==> src/rtl/cbd_pkg.sv <==
// Package for the chunked body decoder.
// Parse phases, result kinds, character codes and the hex digit decoder.
// No dependencies.
package cbd_pkg;

	localparam int LEN_BITS_DEF = 32;

	localparam logic [7:0] CH_CR = 8'h0D;
	localparam logic [7:0] CH_LF = 8'h0A;

	typedef enum logic [2:0] {
		PH_SIZE,
		PH_SIZE_LF,
		PH_DATA,
		PH_DATA_CR,
		PH_DATA_LF,
		PH_DONE,
		PH_FAIL
	} phase_t;

	typedef enum logic [1:0] {
		KIND_PAYLOAD = 2'd0,
		KIND_DONE    = 2'd1,
		KIND_ERROR   = 2'd2
	} kind_t;

	typedef struct packed {
		logic       vld;
		logic [7:0] data;
	} byte_beat_t;

	typedef struct packed {
		logic       ok;
		logic [3:0] value;
	} hex_digit_t;

	function automatic hex_digit_t hex_decode(input logic [7:0] c);
		hex_digit_t r;
		r.ok = 1'b1;
		r.value = 4'd0;
		if (c >= 8'h30 && c <= 8'h39) begin
			r.value = 4'(c - 8'h30);
		end else if (c >= 8'h61 && c <= 8'h66) begin
			r.value = 4'(c - 8'h57);
		end else if (c >= 8'h41 && c <= 8'h46) begin
			r.value = 4'(c - 8'h37);
		end else begin
			r.ok = 1'b0;
		end
		return r;
	endfunction

endpackage

==> src/rtl/cbd_in_if.sv <==
// Input channel of the chunked body decoder: one raw body byte per beat.
// No dependencies.
interface cbd_in_if;
	logic       valid;
	logic       ready;
	logic [7:0] data_byte;

	modport source (output valid, output data_byte, input ready);
	modport sink (input valid, input data_byte, output ready);
endinterface

==> src/rtl/cbd_out_if.sv <==
// Result channel of the chunked body decoder: payload byte, completion or error.
// No dependencies.
interface cbd_out_if;
	logic       valid;
	logic       ready;
	logic [7:0] out_byte;
	logic [1:0] kind;

	modport source (output valid, output out_byte, output kind, input ready);
	modport sink (input valid, input out_byte, input kind, output ready);
endinterface

==> src/rtl/cbd_in_stage.sv <==
// Input register of the chunked body decoder.
// Depends on cbd_pkg and cbd_in_if.
module cbd_in_stage (
	input  logic                clk,
	input  logic                arst_n,
	cbd_in_if.sink              body,
	input  logic                adv,
	output cbd_pkg::byte_beat_t beat_s1
);
	import cbd_pkg::*;

	logic       vld_s1;
	logic [7:0] data_s1;

	assign body.ready = !vld_s1 || adv;

	always_ff @(posedge clk or negedge arst_n) begin
		if (!arst_n) begin
			vld_s1 <= 1'b0;
		end else if (body.ready) begin
			vld_s1 <= body.valid;
		end
	end

	always_ff @(posedge clk) begin
		if (body.valid && body.ready) begin
			data_s1 <= body.data_byte;
		end
	end

	assign beat_s1.vld  = vld_s1;
	assign beat_s1.data = data_s1;
endmodule

==> src/rtl/cbd_parser.sv <==
// Chunk framing state machine and result register.
// Depends on cbd_pkg and cbd_out_if.
module cbd_parser #(
	parameter int LEN_BITS = cbd_pkg::LEN_BITS_DEF
) (
	input  logic                clk,
	input  logic                arst_n,
	input  cbd_pkg::byte_beat_t beat_s1,
	output logic                adv,
	cbd_out_if.source           result
);
	import cbd_pkg::*;

	phase_t              state_q, state_d;
	logic [LEN_BITS-1:0] acc_q, acc_d;
	logic [LEN_BITS-1:0] rem_q, rem_d;
	logic                fin_q, fin_d;
	logic                emit;
	kind_t               kind_d;
	logic [7:0]          byte_d;
	hex_digit_t          hd;
	logic                take;

	logic                out_vld_q;
	logic [7:0]          out_byte_q;
	kind_t               out_kind_q;

	assign adv  = !out_vld_q || result.ready;
	assign take = beat_s1.vld && adv;
	assign hd   = hex_decode(beat_s1.data);

	always_ff @(posedge clk or negedge arst_n) begin
		if (!arst_n) begin
			state_q <= PH_SIZE;
			acc_q   <= '0;
			rem_q   <= '0;
			fin_q   <= 1'b0;
		end else begin
			state_q <= state_d;
			acc_q   <= acc_d;
			rem_q   <= rem_d;
			fin_q   <= fin_d;
		end
	end

	always_comb begin
		state_d = state_q;
		acc_d   = acc_q;
		rem_d   = rem_q;
		fin_d   = fin_q;
		emit    = 1'b0;
		kind_d  = KIND_PAYLOAD;
		byte_d  = 8'd0;
		if (take) begin
			unique case (state_q)
				PH_SIZE: begin
					if (beat_s1.data == CH_CR) begin
						state_d = PH_SIZE_LF;
					end else if (!hd.ok || acc_q[LEN_BITS-1 -: 4] != 4'd0) begin
						state_d = PH_FAIL;
						emit    = 1'b1;
						kind_d  = KIND_ERROR;
					end else begin
						acc_d = {acc_q[LEN_BITS-5:0], hd.value};
					end
				end
				PH_SIZE_LF: begin
					if (beat_s1.data != CH_LF) begin
						state_d = PH_FAIL;
						emit    = 1'b1;
						kind_d  = KIND_ERROR;
					end else begin
						if (acc_q == '0) begin
							fin_d   = 1'b1;
							state_d = PH_DATA_CR;
						end else begin
							rem_d   = acc_q;
							state_d = PH_DATA;
						end
						acc_d = '0;
					end
				end
				PH_DATA: begin
					rem_d  = rem_q - LEN_BITS'(1);
					emit   = 1'b1;
					kind_d = KIND_PAYLOAD;
					byte_d = beat_s1.data;
					if (rem_q == LEN_BITS'(1)) begin
						state_d = PH_DATA_CR;
					end
				end
				PH_DATA_CR: begin
					if (beat_s1.data != CH_CR) begin
						state_d = PH_FAIL;
						emit    = 1'b1;
						kind_d  = KIND_ERROR;
					end else begin
						state_d = PH_DATA_LF;
					end
				end
				PH_DATA_LF: begin
					if (beat_s1.data != CH_LF) begin
						state_d = PH_FAIL;
						emit    = 1'b1;
						kind_d  = KIND_ERROR;
					end else if (fin_q) begin
						state_d = PH_DONE;
						emit    = 1'b1;
						kind_d  = KIND_DONE;
					end else begin
						state_d = PH_SIZE;
						acc_d   = '0;
					end
				end
				PH_DONE, PH_FAIL: begin
				end
				default: begin
				end
			endcase
		end
	end

	always_ff @(posedge clk or negedge arst_n) begin
		if (!arst_n) begin
			out_vld_q <= 1'b0;
		end else if (adv) begin
			out_vld_q <= take && emit;
		end
	end

	always_ff @(posedge clk) begin
		if (take && emit) begin
			out_byte_q <= byte_d;
			out_kind_q <= kind_d;
		end
	end

	assign result.valid    = out_vld_q;
	assign result.out_byte = out_byte_q;
	assign result.kind     = out_kind_q;
endmodule

==> src/rtl/chunked_body_decoder_core.sv <==
// Chunked body decoder, top level.
// Depends on cbd_pkg, cbd_in_if, cbd_out_if, cbd_in_stage and cbd_parser.
//
// Decodes an HTTP chunked-encoded body, one byte per beat, and returns each
// payload byte (kind 0), one completion (kind 1) after the zero-size chunk's
// CR LF, or one format error (kind 2); after either, all bytes are dropped
// until reset. Throughput is one byte per cycle while the result register is not
// stalled: the input register feeds the framing state machine, whose update writes the
// result register. A byte's result passes through the input register and then the result
// register; the input stays ready while the result register is empty or being taken.
// Sizes are limited to LEN_BITS bits.
module chunked_body_decoder_core #(
	parameter int LEN_BITS = cbd_pkg::LEN_BITS_DEF
) (
	input  logic      clk,
	input  logic      arst_n,
	cbd_in_if.sink    body,
	cbd_out_if.source result
);
	import cbd_pkg::*;

	byte_beat_t beat_s1;
	logic       adv;

	cbd_in_stage u_in_stage (
		.clk     (clk),
		.arst_n  (arst_n),
		.body    (body),
		.adv     (adv),
		.beat_s1 (beat_s1)
	);

	cbd_parser #(
		.LEN_BITS (LEN_BITS)
	) u_parser (
		.clk     (clk),
		.arst_n  (arst_n),
		.beat_s1 (beat_s1),
		.adv     (adv),
		.result  (result)
	);
endmodule

==> src/flat_wrapper.sv <==
// flat-port wrapper written by rule: the top's interface ports become plain ports
module chunked_body_decoder_core_flat import cbd_pkg::*;
#(
	parameter int LEN_BITS = cbd_pkg::LEN_BITS_DEF
)
  (clk, arst_n, body_valid, body_data_byte, body_ready, result_valid, result_out_byte, result_kind, result_ready);
  cbd_in_if body_i ();
  cbd_out_if result_i ();
  input  logic clk;
  input  logic arst_n;
  input wire logic [$bits(body_i.valid)-1:0] body_valid;
  input wire logic [$bits(body_i.data_byte)-1:0] body_data_byte;
  output wire logic [$bits(body_i.ready)-1:0] body_ready;
  output wire logic [$bits(result_i.valid)-1:0] result_valid;
  output wire logic [$bits(result_i.out_byte)-1:0] result_out_byte;
  output wire logic [$bits(result_i.kind)-1:0] result_kind;
  input wire logic [$bits(result_i.ready)-1:0] result_ready;
  assign body_i.valid = body_valid;
  assign body_i.data_byte = body_data_byte;
  assign body_ready = body_i.ready;
  assign result_valid = result_i.valid;
  assign result_out_byte = result_i.out_byte;
  assign result_kind = result_i.kind;
  assign result_i.ready = result_ready;
  chunked_body_decoder_core #(.LEN_BITS(LEN_BITS)) u_core (.clk(clk), .arst_n(arst_n), .body(body_i), .result(result_i));
endmodule
==> config.mk <==
export PLATFORM = sky130hd
export DESIGN_NAME = chunked_body_decoder_core_flat
export DESIGN_NICKNAME = d
export VERILOG_FILES = /design/src/rtl/cbd_pkg.sv /design/src/rtl/cbd_in_if.sv /design/src/rtl/cbd_out_if.sv /design/src/rtl/cbd_in_stage.sv /design/src/rtl/cbd_parser.sv /design/src/rtl/chunked_body_decoder_core.sv /design/src/flat_wrapper.sv
export SDC_FILE = /design/constraint.sdc
export NUM_CORES = 1
export LEC_CHECK = 0
export BUFFER_PORTS_ARGS = -buffer_cell sky130_fd_sc_hd__buf_4
export CORE_MARGIN = 2
export CORE_UTILIZATION = 65
export DETAILED_ROUTE_END_ITERATION = 10
export PLACE_DENSITY = 0.91
export SLEW_MARGIN = 0
export SYNTH_ARGS = -nofsm -noshare
export SYNTH_HDL_FRONTEND = slang
export SYNTH_HIERARCHICAL = 1
export SYNTH_SLANG_ARGS = --single-unit
export TNS_END_PERCENT = 5
==> constraint.sdc <==
create_clock -name clk -period 6.23 [get_ports clk]
set_input_delay 0.3115 -clock clk [delete_from_list [all_inputs] [get_ports clk]]
set_output_delay 0.3115 -clock clk [all_outputs]
set_load 0.02 [all_outputs]
* After elaboration in Yosys (flattened, before gate mapping)
Cells that the tools add are included.
** Cells by class
- Add/subtract/negate cells :: 4
- Order comparisons :: 6
- Equal/unequal tests :: 16
- Multiplexer cells :: 39
- Bitwise gates (word level) :: 1
- Reduce and logical (&&, ||, !) cells :: 23
** Operators by type and width (number)
- $mux W32 :: 7
- $pmux W32 S3 :: 1
- $pmux W32 S2 :: 1
- $eq A32 B1 Y1 const B :: 1
- $logic_not A32 Y1 :: 1
- $sub A32 B1 Y32 const B :: 1
- $mux W3 :: 6
- $ge A8 B7 Y1 const B :: 2
- $le A8 B7 Y1 const B :: 2
- $ne A8 B4 Y1 const B :: 2
- $pmux W3 S5 :: 1
- $ne A2 B2 Y1 const B :: 7
- $mux W1 :: 12
- $mux W2 :: 6
- $mux W4 :: 3
- $reduce_and A4 Y1 :: 3
- $eq A8 B4 Y1 const B :: 1
- $ge A8 B6 Y1 const B :: 1
- $le A8 B6 Y1 const B :: 1
- $pmux W2 S4 :: 1
- $sub A4 B3 Y4 const B :: 2
- $reduce_and A7 Y1 :: 1
- $eq A3 B2 Y1 const B :: 2
- $logic_and A1 B1 Y1 :: 6
- other kinds (14) :: 18
** Word-level totals
- Bits in registers :: 88
- Input bits :: 12

* Depth between registers and ports, before layout
Gate-level depths: netlist (run 1).
- Depth in word-level cells :: 12
- Depth in mapped cells :: 8
- Gate-level depth less buffers :: 7

* Cells and area by module
The synthesis (run 1) kept the hierarchy.
** Modules (own cells, without submodules)
- cbd_parser :: instances 1, cells each 483, area an instance 4505.6 um^2, sequential area each 2026.9 um^2
- cbd_in_stage :: instances 1, cells each 13, area an instance 301.5 um^2, sequential area each 265.3 um^2

* Worst setup path before layout (run 1)
Ideal clock, no wire load.
- Kind :: register to register
- Start point :: register u_core.u_in_stage.data_s1[0]
- End point :: register u_core.u_parser.acc_q[0]
- Library setup time :: 0.125 ns
- Arrival time :: 2.586 ns
- Required time :: 6.105 ns
- Setup slack :: 3.519 ns
- Stages on the path, launching flop included :: 9
- Buffers on the path :: 1
- Clock period less this slack :: 2.711 ns
- Cells stage by stage :: edfxtp_1 inv_1 ha_1 o21bai_1 a2111oi_2 o21ai_0 o21ai_1 buf_2 mux2_2
** Between the ends
- Cells in the longest elaborated chain, start to end :: 9
- Elaborated cells between the ends (all ways) :: 30
- Classes of those cells :: add/sub: 3; order compare: 6; eq/ne: 6; mux: 9; reduce/logical: 6
** Ends and longest elaborated chain
- start: declaration :: RTL line cbd_in_stage.sv:13 : logic [7:0] data_s1;
- start signal: assignment :: RTL line cbd_in_stage.sv:27 : data_s1 <= body.data_byte;
- $ge A8 B7 Y1 or $le A8 B7 Y1 (tied branches) :: RTL line cbd_pkg.sv:45 : end else if (c >= 8'h41 && c <= 8'h46) begin
- $logic_and A1 B1 Y1 :: RTL line cbd_pkg.sv:45
- $mux W1 :: RTL line cbd_pkg.sv:45
- $mux W1 :: RTL line cbd_pkg.sv:43 : end else if (c >= 8'h61 && c <= 8'h66) begin
- $mux W1 :: RTL line cbd_pkg.sv:41 : if (c >= 8'h30 && c <= 8'h39) begin
- $logic_not A1 Y1 :: RTL line cbd_parser.sv:59 : end else if (!hd.ok || acc_q[LEN_BITS-1 -: 4] != 4'd0) begin
- $logic_or A1 B1 Y1 :: RTL line cbd_parser.sv:59
- $ne A2 B2 Y1 (no line)
- $reduce_and A7 Y1 (no line)
- end signal: assignment :: RTL line cbd_parser.sv:35 : acc_q <= '0;
- end signal: assignment :: RTL line cbd_parser.sv:40 : acc_q <= acc_d;
- end: declaration :: RTL line cbd_parser.sv:15 : logic [LEN_BITS-1:0] acc_q, acc_d;
Parallel ways exist; a longest one is shown, timed or not. The select of a mux whose other input is x is not followed.
A chain may end at the register's enable or synchronous reset.

* Worst setup path after layout (run 1)
- Start point :: register u_core.u_parser.state_q[2]
- End point :: register u_core.u_parser.out_kind_q[0], in the netlist u_core/u_parser/result.kind[0] (enable)
** Between the ends
- Cells in the longest elaborated chain, start to end :: 4
- Elaborated cells between the ends (all ways) :: 8
- Classes of those cells :: eq/ne: 4; mux: 2; reduce/logical: 2
** Ends and longest elaborated chain
- start: declaration :: RTL line cbd_parser.sv:14 : phase_t state_q, state_d;
- start signal: assignment :: RTL line cbd_parser.sv:39 : state_q <= state_d;
- $eq A3 B3 Y1 (tied with other cells) :: RTL line cbd_parser.sv:55 : unique case (state_q)
- $pmux W1 S5 * :: RTL line cbd_parser.sv:55
- $mux W1 * :: RTL line cbd_parser.sv:54 : if (take) begin
- $logic_and A1 B1 Y1 * :: RTL line cbd_parser.sv:132 : if (take && emit) begin
- end signal: assignment :: RTL line cbd_parser.sv:134 : out_kind_q <= kind_d;
- end: declaration :: RTL line cbd_parser.sv:26 : kind_t out_kind_q;
Mark *: on every way between the ends. The rest lies on a longest branch, timed or not.

==> results of run 1 <==
==> cells in the final DEF (no fill, tap or decap), types with 3 or more instances in the layout <==
master    netlist  layout
nor3_1         19      19
nand4_1         3       3
o211ai_1        7       7
dfrtp_1        70      70
a22oi_1         9       9
ha_1            6       6
clkbuf_8        0       9
buf_4           6      26
nor2b_1         4       4
or2_2           6       6
nor4_1         20      20
o22ai_1        13      13
nor2_1         26      25
inv_1          27      27
edfxtp_1       18      18
nand2_1        41      41
and2_1          9       9
nor3b_1         6       6
a31oi_1         9       9
mux2_2         15      15
or4_1           9       9
o21ai_0        23      23
o311ai_0        5       5
mux2i_1        20      20
or3_1           5       5
nand2b_1        5       5
a21oi_1        31      31
o41ai_1         4       4
nand3_1        11      11
==> registers in the layout (all words and copies together) (netlist names), 2 cells and up <==
register,flops
u_core/u_parser/rem_q,32
u_core/u_in_stage/data_s1,8
u_core/u_parser/state_q,3
u_core/u_parser/result.out_byte,8
u_core/u_parser/acc_q,32
u_core/u_parser/result.kind,2
==> logic make-up after synthesis <==
group | count (synthesis)
AND/OR/NAND/NOR | 175
AO/OA/AOI/OAI | 129
flip-flops | 88
buffers and inverters | 61
multiplexers | 35
adder cells (fa/ha/maj) | 6
XOR/XNOR | 2
==> layer usage <==
metal	GRT usage [%]	wire [um]	vias up
met5	0	0	-
met4	12.2	234	0
met3	3.19	946	27
met2	47.2	5620	242
met1	41.2	4850	1973
li1	-	-	1858
==> cell type report <==
type,count,area (um^2)
flip-flops and latches,88,2290
multi-input cells,347,2270
repair buffers,26,195
well taps,99,124
clock inverters,7,103
inverters,27,101
clock buffers,9,124
fillers,495,2010
==> stage by stage <==
stage / area, um^2 / worst slack, ps
after CTS: 5210 / 2570
final: 5210 / 2490
after floorplan: 4810 / 3520
after detailed placement: 4980 / 2640
after global placement: 4980 / 2810
after global routing: 5210 / 2190
==> worst register-to-register path: stages, from the launching register on <==
cell and delay, ps:
dfrtp_1 670, xor2_1 760, nand2_1 650, o211ai_1 380
a31oi_1 110, a21oi_1 790
==> power groups by stage <==
stage | clock network [mW] | logic [mW] | registers, mW
6_report | 0.447 | 0.255 | 0.727
5_1_grt | 0.475 | 0.283 | 0.736
4_1_cts | 0.451 | 0.251 | 0.723
3_5_place_dp | 0 | 0.247 | 0.735
3_3_place_gp | 0 | 0.235 | 0.728
2_1_floorplan | 0 | 0.222 | 0.695
==> final timing paths <==
path	startpoint	endpoint	cells past startpoint
setup / recovery	u_core/u_parser/state_q[2]	u_core/u_parser/result.kind[0]	5
hold / removal	arst_n	u_core/u_parser/state_q[1]	1
setup reg to reg	u_core/u_parser/state_q[2]	u_core/u_parser/result.kind[0]	5
hold reg to reg	u_core/u_parser/rem_q[18]	u_core/u_parser/rem_q[18]	1
max in group asynchronous	arst_n	u_core/u_parser/acc_q[22]	1
min in group clk	body_data_byte[5]	u_core/u_in_stage/data_s1[5]	1
==> metrics.md, run 1 <==
| Metric | Value |
|---|---|
| Status | `complete, no violations` |
| First-pass GRT wire length | `19100 um` |
| Critical path, cell by cell | `xor2_1 -> nand2_1 -> o211ai_1 -> a31oi_1 -> a21oi_1` |
| Critical Path End Type | `flip-flop` |
| Largest family of logic cells by synthesized area | `simple AND/OR/NAND/NOR gates` |
| Min Tclk post-route | `3740 ps` |
| Crit share post-route | `60.0%` |
| Clock Path Buffers | `2` |
| R2R setup slack | `2490 ps` |
| Hold Buf Count CTS | `0` |
| Yosys cell types | `63` |
| Yosys warns | `6` |
| Logic pwr share | `17.9%` |
| Critical path launch point type | `flip-flop` |
| Final RePlAce weighted congestion | `0.964` |
| Core ar. | `0.00721 mm^2` |
| Vias per cell | `6.80` |
| Maximum clock rate | `0.268 GHz` |
| Maxcap violations | `0` |
| Max-slew violations | `0` |
| Worst hold margin | `54.3 ps` |
| Boundary pin count | `24` |
| Yosys reg bits | `88` |
| Setup CP Type | `reg2reg` |
| Max Clock Skew | `12.7 ps` |
| Nets | `517` |
| CP Data Required Time | `6220 ps` |
| DP HPWL | `7880 um` |
| Measured slew at the worst slew-check pin | `1160 ps` |
| Post-synth top cells | `70 x dfrtp_1, 41 x nand2_1, 31 x a21oi_1` |
| Critical path fanouts, max | `20` |
| Number of global-route vias before repair | `3871` |
| Delay-heaviest family, CP | `compound AO/OA/AOI/OAI gates` |
| Hold Crit Class | `in2async` |
| Crit-path max cell delay | `790 ps` |
| Area grow syn2layout | `8.36%` |
| Overall die width | `90.0 um` |
| Reg clk slew, reported paths | `100 ps` |
| Synth Flop Type | `dfrtp_1` |
| ANT cells | `0` |
| Largest net degree at the start of global routing | `71` |
| Crit path DAT | `3730 ps` |
| Clk sink count | `88` |
| Port buffer count | `23` |
| DRC | `0` |
| Post-CTS Setup Repair Bufs | `0` |
| Mapped Cells | `496` |
| EDFF count, synth | `18` |
| H-tree depth | `3` |
| Buffers and inverters on the worst path | `0` |
| Setup TNS | `0 ps` |
| Post-Syn Nets | `514` |
| Post-synth top area share | `36.4%` |
| Grt ovf | `0` |
| Inserted Clock Buffers | `9` |
| Cell Area, Synth | `0.00481 mm^2` |
| P_int | `0.975 mW` |
| Slowest CP cell | `a21oi_1` |
| Initial core utilization | `66.6%` |
| Sequential fraction of design power | `50.8%` |
| Die Y | `90.0 um` |
| Final core utilization | `72.2%` |
| Total leakage power | `2.10 nW` |
| WL per Instance | `19.3 um` |
| Post-Synth Simple-Gate Area | `19.5%` |
| Final std cells w/o fill | `603` |
| Share of cells above drive strength 1 | `14.9%` |
| Global-route usage over all layers | `29.4%` |
| Sw Share | `31.8%` |
| Clk pwr share | `31.3%` |
| Die area | `0.00810 mm^2` |
| Post-Synth XOR/XNOR Area | `0.364%` |
| Cell with the most instances after synthesis | `dfrtp_1` |
| Clock Latency Late Sink | `360 ps` |
| DRT Pass-1 Iters | `5` |
| Post-Synth Adder-Cell Area | `1.56%` |
| Main area contributors after synthesis | `dfrtp_1 36%, edfxtp_1 11%, mux2i_1 4.2%` |
| Post-Place Cells | `587` |
| Vias | `4100` |
| Row count | `31` |
| Peak supply drop | `0.140 mV` |
| CTS tree | `yes` |
| Switching Power | `0.455 mW` |
| Count of final setup violators | `0` |
| Initial DRC count | `667` |
| Post-synthesis compound-gate area fraction | `17.8%` |
| Avg Cell Area, Syn | `9.69 um^2` |
| Antenna-violating nets left | `0` |
| Mux cell area share after synthesis | `7.68%` |
| Tot Pwr | `1.43 mW` |
| Cts repair resizes | `0` |
| Root buf cell | `clkbuf_8` |
| Yosys top cell by area | `dfrtp_1` |
| Final WL | `11700 um` |
| Slew HR | `22.3%` |
| Async set-reset flop share out of synthesis | `79.5%` |
| Initial antenna violation count | `0` |
| RSZ-0062 raised after global routing | `no` |
| Power per standard cell area | `275 mW/mm^2` |
| Final hold vios | `0` |
| Sequential area share after synthesis | `47.7%` |
(Power assumes the default switching activity.)
==> run 2, diff against run 1 <==
--- a/config.mk
+++ b/config.mk
@@ -7,9 +7,9 @@
 export LEC_CHECK = 0
 export BUFFER_PORTS_ARGS = -buffer_cell sky130_fd_sc_hd__buf_4
 export CORE_MARGIN = 2
-export CORE_UTILIZATION = 65
+export CORE_UTILIZATION = 61
 export DETAILED_ROUTE_END_ITERATION = 10
-export PLACE_DENSITY = 0.91
+export PLACE_DENSITY = 0.86
 export SLEW_MARGIN = 0
 export SYNTH_ARGS = -nofsm -noshare
 export SYNTH_HDL_FRONTEND = slang
==> constraint.sdc (replaced) <==
create_clock -name clk -period 3.6 [get_ports clk]
set_input_delay 0.18 -clock clk [delete_from_list [all_inputs] [get_ports clk]]
set_output_delay 0.18 -clock clk [all_outputs]
set_load 0.02 [all_outputs]
==> run 2 against run 1 <==
- sequential share of layout area fell by 1.0 points
- register-to-register slack got worse by 1900 ps
- utilization fell by 2.8 points
- fmax rose by 25%
- clock power rose by 52%
- clock skew fell by 1.5 ps
- cell count rose by 3.3%
- flip-flop and latch count did not move
- die area rose by 6.3%
- critical path type unchanged
- critical endpoint is now u_core/u_parser/result.out_byte[5]
- largest cell class unchanged
==> metrics.md, run 2 (synthesis gave the netlist of run 1 again) <==
| Metric | Value |
|---|---|
| Total leakage power | `2.15 nW (+2.7%)` |
| Initial antenna violation count | `0 (unchanged)` |
| Port buffer count | `23 (unchanged)` |
| Antenna-violating nets left | `0 (unchanged)` |
| Critical path, cell by cell | `inv_1 -> ha_1 -> nor3b_1 -> a311oi_1 -> o21ai_0 -> a31oi_1 -> a21oi_1` |
| Critical path fanouts, max | `10 (-50%)` |
| Area grow syn2layout | `11.0%` |
| Max-slew violations | `0 (unchanged)` |
| Overall die width | `92.8 um (+3.1%)` |
| Peak supply drop | `0.230 mV (+64%)` |
| Clock Path Buffers | `2 (unchanged)` |
| Hold Crit Class | `in2reg` |
| Measured slew at the worst slew-check pin | `943 ps (-218 ps)` |
| Final RePlAce weighted congestion | `0.954 (-1.1%)` |
| Clk sink count | `88 (unchanged)` |
| Critical path launch point type | `flip-flop` |
| Share of cells above drive strength 1 | `15.4% (+0.47 points)` |
| Initial DRC count | `576 (-14%)` |
| DRT Pass-1 Iters | `6 (+1)` |
| DRC | `0 (unchanged)` |
| Critical Path End Type | `flip-flop` |
| Reg clk slew, reported paths | `90 ps (about the same)` |
| Root buf cell | `clkbuf_8` |
| Cts repair resizes | `0 (unchanged)` |
| R2R setup slack | `620 ps (-1870 ps)` |
| Die Y | `92.8 um (+3.1%)` |
| WL per Instance | `19.7 um (+1.7%)` |
| Logic pwr share | `19.6% (+1.7 points)` |
| Number of global-route vias before repair | `4015 (+3.7%)` |
| CTS tree | `yes` |
| Clock Latency Late Sink | `360 ps (about the same)` |
| Post-CTS Setup Repair Bufs | `0 (unchanged)` |
| Commonest non-fill, non-tap cell in the layout | `dfrtp_1` |
| H-tree depth | `3 (unchanged)` |
| Die area | `0.00861 mm^2 (+6.3%)` |
| Final WL | `12300 um (+5.1%)` |
| Maxcap violations | `0 (unchanged)` |
| Grt ovf | `0 (unchanged)` |
| Largest net degree at the start of global routing | `71 (unchanged)` |
| Setup TNS | `0 ps (unchanged)` |
| First-pass GRT wire length | `19900 um (+4.6%)` |
| Crit path to | `u_core/u_parser/result.out_byte[5]` |
| Final hold vios | `0 (unchanged)` |
| Global-route usage over all layers | `29.6% (+0.20 points)` |
| Biggest regs | `u_core/u_parser/acc_q (32), u_core/u_parser/rem_q (32)` |
| Crit Reg-Reg Endpoint | `u_core/u_parser/result.out_byte[5]` |
| Nets | `534 (+3.3%)` |
| Power per standard cell area | `452 mW/mm^2 (+65%)` |
| Reg2reg path depth | `7 (+2)` |
| Maximum clock rate | `0.336 GHz (+25%)` |
| Setup CP Type | `reg2reg` |
| Sequential fraction of design power | `52.3% (+1.5 points)` |
| CP Launch Point | `u_core/u_in_stage/data_s1[0]` |
| Count of final setup violators | `0 (unchanged)` |
| Leading cell types in the layout, fill and taps excluded | `70 x dfrtp_1, 41 x nand2_1, 33 x buf_4, 31 x a21oi_1, 27 x inv_1` |
| Buffers and inverters on the worst path | `1 (+1)` |
| DP HPWL | `8340 um (+5.8%)` |
| ANT cells | `0 (unchanged)` |
| Row count | `32 (+3.2%)` |
| Worst r2r src | `u_core/u_in_stage/data_s1[0]` |
| Status | `complete, no violations` |
| Clk pwr share | `28.1% (-3.2 points)` |
| WP depth | `7 (+2)` |
| Core ar. | `0.00769 mm^2 (+6.6%)` |
| Sw Share | `32.5% (+0.73 points)` |
| Final core utilization | `69.4% (-2.8 points)` |
| Slew HR | `37.1% (+15 points)` |
| Vias per cell | `6.76 (-0.57%)` |
| Delay-heaviest family, CP | `compound AO/OA/AOI/OAI gates` |
| Hold Buf Count CTS | `9 (+9)` |
| Min Tclk post-route | `2980 ps (-757 ps)` |
| Crit path DAT | `2970 ps (-760 ps)` |
| Max Clock Skew | `11.2 ps (-1.51 ps)` |
| Switching Power | `0.785 mW (+73%)` |
| P_int | `1.63 mW (+67%)` |
| Boundary pin count | `24 (unchanged)` |
| Initial core utilization | `62.5% (-4.1 points)` |
| Inserted Clock Buffers | `9 (unchanged)` |
| CP Data Required Time | `3590 ps (-2630 ps)` |
| Crit-path max cell delay | `770 ps (-20 ps)` |
| RSZ-0062 raised after global routing | `no` |
| Crit share post-route | `82.8% (+23 points)` |
| Slowest CP cell | `a21oi_1` |
| Vias | `4212 (+2.7%)` |
[run 2: cell types whose count changed in the layout (fill, tap and decap cells not counted), sizes merged]
cell,previous run,this run
bufinv,2,1
clkbuf,9,10
inv,29,27
clkinv,2,3
clkinvlp,1,2
buf,26,34
dlygate4sd3,0,9
[run 2: how the worst min path moves through the flow]
stage                                          end  depth (start not counted)       start
after floorplan           u_core/u_in_stage/vld_s1                          0      arst_n
after global placement    u_core/u_parser/rem_q[6]                          1      arst_n
after detailed placement  u_core/u_parser/rem_q[4]                          1      arst_n
after CTS                 u_core/u_in_stage/vld_s1                          2  body_valid
after global routing      u_core/u_in_stage/vld_s1                          2  body_valid
final                     u_core/u_in_stage/vld_s1                          2  body_valid
[run 2: worst reg2reg max path: stages (launching register included)]
cell      delay, ps
edfxtp_1        470
inv_1           180
ha_1            200
nor3b_1         250
a311oi_1        120
o21ai_0         410
a31oi_1         210
a21oi_1         770
[run 2: power groups by stage]
stage	Combinational (mW)	Clock [mW]	Sequential (mW)
2_1_floorplan	0.385	0	1.20
3_3_place_gp	0.432	0	1.26
3_5_place_dp	0.451	0	1.27
4_1_cts	0.464	0.677	1.25
5_1_grt	0.520	0.717	1.28
6_report	0.472	0.678	1.26
[run 2: cell type report]
class                      instances  area [um^2]
clock buffer                      10          128
inverter                          27          101
clock inverter                     6         60.1
multi-input combinational        347         2270
fill                             592         2350
sequential                        88         2290
timing repair buffer              43          358
tap                              102          128
[run 2: metal layers]
layer | wire length (um) | GRT usage, %
met1 | 5050 | 40.8
met2 | 5870 | 47.4
met3 | 1030 | 5.04
met4 | 306 | 10.5
met5 | 0 | 0
[run 2: through the flow]
step           instance area (um^2)  instances  total power [mW]  setup WS [ps]  hold WS [ps]
2_1_floorplan                  4810        496              1.59            889          -116
3_3_place_gp                   5060        598              1.70            875           346
3_5_place_dp                   5060        598              1.73            673           360
4_1_cts                        5330        623              2.40            676          3.04
5_1_grt                        5330        623              2.51            466          12.7
6_report                       5330        623              2.41            620          5.12
